[config.mk]
export PLATFORM = sky130hd
export DESIGN_NAME = ras_scan
export DESIGN_NICKNAME = d
export VERILOG_FILES = /design/src/sv/ras_pkg.sv /design/src/sv/ras_scan.sv
export SDC_FILE = /design/constraint.sdc
export NUM_CORES = 1
export LEC_CHECK = 0
export BUFFER_PORTS_ARGS = -buffer_cell sky130_fd_sc_hd__buf_2
export CORE_MARGIN = 2
export CORE_UTILIZATION = 50
export CTS_CLUSTER_SIZE = 14
export DETAILED_ROUTE_END_ITERATION = 12
export PLACE_DENSITY_LB_ADDON = 0.3
export SYNTH_ARGS = -nofsm -noshare
export SYNTH_HDL_FRONTEND = slang
export SYNTH_SLANG_ARGS = --single-unit
[constraint.sdc]
create_clock -name i_clk -period 12.4 [get_ports i_clk]
set_input_delay 1.86 -clock i_clk [delete_from_list [all_inputs] [get_ports i_clk]]
set_output_delay 1.86 -clock i_clk [all_outputs]
set_load 0.03 [all_outputs]
[src/sv/ras_pkg.sv]
// ----------------------------------------------------------------------------
// ras_pkg
// shared constants, types and register codes of the room allocation scheduler
// ----------------------------------------------------------------------------
`default_nettype none

package ras_pkg;

    // number of rooms held in the ring
    localparam int ROOMS = 64;
    localparam int IDX_W = (ROOMS > 1) ? $clog2(ROOMS) : 1;
    // wide enough for the active room count 1..ROOMS
    localparam int NR_W  = IDX_W + 1;

    localparam int T_W    = 32;   // request time width
    localparam int FREE_W = 48;   // finish time width
    localparam int CNT_W  = 32;   // use count width
    localparam int ROOM_W = 6;    // reported room index width
    localparam int CFG_W  = 7;    // num_rooms register width

    // apb
    localparam int APB_DW = 32;
    localparam int APB_AW = 2;
    localparam logic [APB_AW-1:0] REG_NUM_ROOMS = 2'd0;
    localparam logic [CFG_W-1:0]  NUM_ROOMS_RST = 7'd64;

    typedef enum logic [1:0] {
        ST_IDLE,
        ST_SCAN,
        ST_UPD
    } t_state;

    // ring control from the sequencer
    typedef struct packed {
        logic              shift;
        logic              clr;
        logic              we;
        logic [IDX_W-1:0]  widx;
        logic [FREE_W-1:0] wfree;
        logic [CNT_W-1:0]  wcnt;
    } t_ring_ctl;

    // per-room data seen at the ring head
    typedef struct packed {
        logic [FREE_W-1:0] free;
        logic [CNT_W-1:0]  cnt;
    } t_head;

    // scan step into the compare unit
    typedef struct packed {
        logic             step;
        logic             first;
        logic             active;
        logic [IDX_W-1:0] idx;
        logic [T_W-1:0]   start;
    } t_scan_ctl;

    // outcome of a full scan
    typedef struct packed {
        logic              found;
        logic [IDX_W-1:0]  ff_idx;
        logic [CNT_W-1:0]  ff_cnt;
        logic [IDX_W-1:0]  min_idx;
        logic [FREE_W-1:0] min_free;
        logic [CNT_W-1:0]  min_cnt;
        logic [IDX_W-1:0]  best_idx;
        logic [CNT_W-1:0]  best_cnt;
    } t_scan_res;

endpackage

`default_nettype wire

[src/sv/ras_scan.sv]
// ----------------------------------------------------------------------------
// ras_scan
// shared compare unit: first free room, earliest finish and most used room
// ----------------------------------------------------------------------------
`default_nettype none

module ras_scan (
    input  wire logic           i_clk,
    input  ras_pkg::t_scan_ctl  i_ctl,
    input  ras_pkg::t_head      i_head,
    output ras_pkg::t_scan_res  o_res
);

    ras_pkg::t_scan_res r_res;
    logic w_free_hit;
    logic w_min_hit;
    logic w_best_hit;

    assign w_free_hit = i_ctl.active
                     && (i_head.free <= {{(ras_pkg::FREE_W-ras_pkg::T_W){1'b0}}, i_ctl.start})
                     && (i_ctl.first || !r_res.found);
    assign w_min_hit  = i_ctl.active && (i_ctl.first || (i_head.free < r_res.min_free));
    assign w_best_hit = i_ctl.active && (i_ctl.first || (i_head.cnt > r_res.best_cnt));

    // room 0 is always active, so the first step seeds every tracker
    always_ff @(posedge i_clk) begin
        if (i_ctl.step) begin
            if (i_ctl.first) begin
                r_res.found <= w_free_hit;
            end else if (w_free_hit) begin
                r_res.found <= 1'b1;
            end
            if (w_free_hit) begin
                r_res.ff_idx <= i_ctl.idx;
                r_res.ff_cnt <= i_head.cnt;
            end
            if (w_min_hit) begin
                r_res.min_idx  <= i_ctl.idx;
                r_res.min_free <= i_head.free;
                r_res.min_cnt  <= i_head.cnt;
            end
            if (w_best_hit) begin
                r_res.best_idx <= i_ctl.idx;
                r_res.best_cnt <= i_head.cnt;
            end
        end
    end

    assign o_res = r_res;

endmodule

`default_nettype wire

* Word level (Yosys, flattened, before mapping)
Cells that the tools add are included.
** Operators by class
- $lt $le $gt $ge :: 3
- Reduce and logical (&&, ||, !) cells :: 13
- Muxes and demuxes :: 2
** Operators by type and width (number)
- $le A48 B32 Y1 :: 1
- $lt A48 B48 Y1 :: 1
- $gt A32 B32 Y1 :: 1
- $reduce_and A2 Y1 :: 4
- $logic_and A1 B1 Y1 :: 4
- $logic_or A1 B1 Y1 :: 3
- $mux W1 :: 2
- $reduce_bool A2 Y1 :: 1
- $logic_not A1 Y1 :: 1
** Word-level totals
- Logic and storage cells :: 26
- Bits of input ports :: 122
- Register bits :: 163
- Output and inout port bits :: 163

* Logic depth before layout (Yosys ltp)
- Depth after elaboration :: 5
- Depth in mapped cells :: 8
- Depth with buffers taken out :: 8

* Worst setup path before layout
No wires, ideal clock.
- Kind :: in2reg
- Start :: input i_head[75] (netlist bit)
- End :: register r_res (netlist bit o_res[100]) (enable)
- Required time :: 11.764 ns
- Setup slack :: 2.904 ns
- Data arrival time :: 8.860 ns
- Library setup time :: 0.636 ns
- Path buffers :: 0
- Stages on the path :: 7
- Cells stage by stage :: ha_1 -> a21oi_1 -> o21ai_0 -> a221oi_1 -> nor2_1 -> a311o_1 -> nor3_1
** On the way
- Word-level cells in the longest chain between the ends :: 4
** RTL lines
- start: declaration :: line ras_scan.sv:10 : input ras_pkg::t_head i_head,
- $lt A48 B48 Y1 :: line ras_scan.sv:22 : assign w_min_hit = i_ctl.active && (i_ctl.first || (i_head.free < r_res.min_free));
- $logic_or A1 B1 Y1 :: line ras_scan.sv:22
- $logic_and A1 B1 Y1 :: line ras_scan.sv:22
- $reduce_and A2 Y1 (no line)
- end: declaration :: line ras_scan.sv:14 : ras_pkg::t_scan_res r_res;
No other way between the ends.
A chain may end at the register's enable or synchronous reset.

* Final worst setup path
- Start :: input i_head[75] (netlist bit)
- End :: register r_res (netlist bit o_res[39]) (enable)
The elaborated chain is that of the path after synthesis.

==> flow_metrics.env <==
export IMPL_p_total_mw=1.34
export IMPL_drive_gt1_share_pct=36.3
export IMPL_holdCritPathClass="reg -> reg"
export IMPL_worst_setup_path_start_kind="input pin"
export IMPL_synth_net_count=813
export IMPL_hold_path_end="o_res[162]"
export IMPL_initial_utilization_pct=51.4
export IMPL_fin_nets=1120
export IMPL_coreArea_sq_um=15300
export IMPL_fmax_mhz=235
export IMPL_comb_power_share_pct=12.3
export IMPL_reg2reg_to="o_res[39]"
export IMPL_final_setup_skew_ns=0.0106
export IMPL_max_stage_delay_ns=0.70
export IMPL_hp_start="o_res[162]"
export IMPL_synth_edff_count=163
export IMPL_h_tree_depth=4
export IMPL_overflow=0
export IMPL_arrival_ns=4.31
export IMPL_intPower_uw=993
export IMPL_cap_violations=0
export IMPL_cts_root_buffer="clkbuf_16"
export IMPL_endpoint_kind="flip-flop"
export IMPL_hold_ws_ns=0.914
export IMPL_ys_flop_type="edfxtp_1"
export IMPL_grt_pass1_wl_um=28600
export IMPL_ctsResizeCount=0
export IMPL_ios=285
export IMPL_die_h_um=129
export IMPL_drt_iter0_drc=270
export IMPL_maxSlewViolCount=0
export IMPL_yosysUniqueCellTypes=35
export IMPL_switching_power_uw=347
export IMPL_cts_hold_buf=0
export IMPL_yosys_top_cells_count="edfxtp_1 (163), inv_1 (118), ha_1 (111), a21oi_1 (38), nand2_1 (21)"
export IMPL_layout_worst_path_cycle_share_pct=34.3
export IMPL_dr_pass1_iters=4
export IMPL_leakage_nw=4.75
export IMPL_cts_made_buffers=17
export IMPL_dp_cells=1079
export IMPL_critical_path_max_fanout=65
export IMPL_vias=5675
export IMPL_holdPathStages=4
export IMPL_clockPowerShare_pct=40.2
export IMPL_yosysWarnings=0
export IMPL_powerDensity_nw_per_um2=131
export IMPL_netlist_area_sq_um=7840
export IMPL_yosys_area_top_type="edfxtp_1"
export IMPL_worstSkewPairLatency_ns=0.43
export IMPL_largest_reg_flops=163
export IMPL_yosysSeqAreaShare_pct=62.4
export IMPL_fillers=1171
export IMPL_r2r_start="o_res[113]"
export IMPL_dpl_hpwl_um=14600
export IMPL_drt_total_wl_um=18600
export IMPL_cts_tree="done"
export IMPL_antenna_cells=0
export IMPL_final_cells=1111
export IMPL_r2r_cells=9
export IMPL_antenna_found_initial=0
export IMPL_clock_sinks=163
export IMPL_drtAntennaViolNets=0
export IMPL_grt_pass1_vias=5680
export IMPL_rsz0062_at_grt="no"
export IMPL_globalRouteTotalUtil_pct=22.6
export IMPL_cpLargestDelayFamily="compound AO/OA/AOI/OAI gates"
export IMPL_setup_viol=0
export IMPL_cts_buffer_depth=2
export IMPL_slew_headroom_pct=43.4
export IMPL_switching_share_pct=25.9
export IMPL_dieArea_sq_um=16700
export IMPL_period_minus_slack_ns=4.26
export IMPL_cp_required_ns=12.45
export IMPL_synth_area_top_cells="edfxtp_1 (62%), ha_1 (18%), inv_1 (5.7%), a21oi_1 (2.4%), nand4_1 (1.5%)"
export IMPL_yosysMostFrequentCell="edfxtp_1"
export IMPL_die_w_um=129
export IMPL_tns_ns=0
export IMPL_path_class="in -> reg"
export IMPL_status="finished clean"
export IMPL_netlist_area_leader_share_pct=62.4
export IMPL_synthArstFlopShare_pct=0
export IMPL_grt_max_degree=66
export IMPL_cp_num_buf_inv=2
export IMPL_drcViolationCount=0
export IMPL_avgSynthCellArea_sq_um=13.5
export IMPL_ys_ff_latch=163
export IMPL_cp_cell_sequence="buf_2 > ha_1 > a21oi_1 > o21ai_0 > a221oi_1 > nor2_1 > a311o_1 > nor3_2 > buf_4"
export IMPL_worst_pin_slew_ns=0.849
export IMPL_path_clk_slew_ns=0.07
export IMPL_gp_congestion=0.818
export IMPL_cts_setup_buffers=0
export IMPL_syn_inst=580
export IMPL_reg2reg_slack_ns=9.32
export IMPL_syn_to_final_growth_pct=30.1
export IMPL_fp_row_count=45
export IMPL_via_per_inst=5.11
export IMPL_slowest_stage="buf_4"
export IMPL_wire_per_inst_um=16.7
export IMPL_hold_viol=0
export IMPL_seqPwrFrac_pct=47.5
export IMPL_portBuffers=284
export IMPL_peakVddDrop_uv=90.2
## per-layer routing
metal | GRT usage (%) | share of wire, % | vias to the layer above | wire length (um)
li1 | - | - | 2764 | -
met2 | 37.9 | 48 | 256 | 8920
met4 | 10.9 | 3.8 | 0 | 712
met1 | 26.2 | 39 | 2601 | 7280
met5 | 0 | 0 | - | 0
met3 | 7.27 | 8.8 | 54 | 1630
## stage by stage
stage | util, % | setup WS [ns] | cell area (sq um)
3_5_place_dp | 62.8 | 7.69 | 9580
6_report | 66.8 | 8.14 | 10200
4_1_cts | 66.8 | 8.12 | 10200
5_1_grt | 66.8 | 7.96 | 10200
2_1_floorplan | - | 2.90 | 7840
3_3_place_gp | 62.8 | 7.80 | 9580
## cells in the final DEF, fill, tap and decap left out, drive strengths merged, types with 8 or more instances in the layout
master / Yosys / layout
nand4: 19 / 19
a21o: 10 / 10
clkbuf: 0 / 17
ha: 111 / 111
edfxtp: 163 / 163
nand3: 11 / 11
buf: 0 / 288
a21oi: 38 / 38
a211oi: 8 / 8
nor2: 14 / 14
nand2: 21 / 21
nor4: 10 / 10
o21ai: 20 / 20
and4: 8 / 8
inv: 118 / 126
## power groups by stage
| stage | Sequential [mW] | Combinational [mW] | Clock, mW |
|---|---|---|---|
| CTS | 0.636 | 0.167 | 0.545 |
| global route | 0.638 | 0.185 | 0.566 |
| floorplan | 0.686 | 0.0611 | 0 |
| detailed placement | 0.648 | 0.165 | 0 |
| finish | 0.636 | 0.165 | 0.539 |
| global placement | 0.647 | 0.162 | 0 |
## cells by family (layout without fill, tap and decap cells)
logic type,Yosys count,in the layout,share of synthesized area (%)
DFF,163,163,62.4
AOI/OAI and AO/OA,94,94,7.36
buffers and inverters,118,438,5.65
and+or+nand+nor,94,94,6.83
adders and majority gates,111,111,17.7
## final cells by class
class / instances / area, sq um / area share, %
clock buffer: 17 / 425 / 4.17
clock inverter: 15 / 189 / 1.85
inverter: 118 / 443 / 4.34
multi-input combinational: 299 / 2530 / 24.8
sequential: 163 / 4890 / 48.0
tap: 211 / 264 / 2.59
timing repair buffer: 288 / 1450 / 14.2
## tightest hold or removal path, cell delays in order, from the launching register on
cell      delay, ns
edfxtp_1       0.35
a21o_1         0.17
inv_1          0.07
nand3_1        0.06
nand3_1        0.09
## worst max path at each step
stage                            end  startpoint  slack (ns)  cells after the start
after floorplan           o_res[100]  i_head[75]        2.90                      7
after global placement     o_res[46]  i_head[75]        7.80                      9
after global routing       o_res[39]  i_head[75]        7.96                      9
after detailed placement   o_res[46]  i_head[73]        7.69                      9
final                      o_res[39]  i_head[75]        8.14                      9
after CTS                  o_res[39]  i_head[75]        8.12                      9
Power figures use the tool's default switching activity.
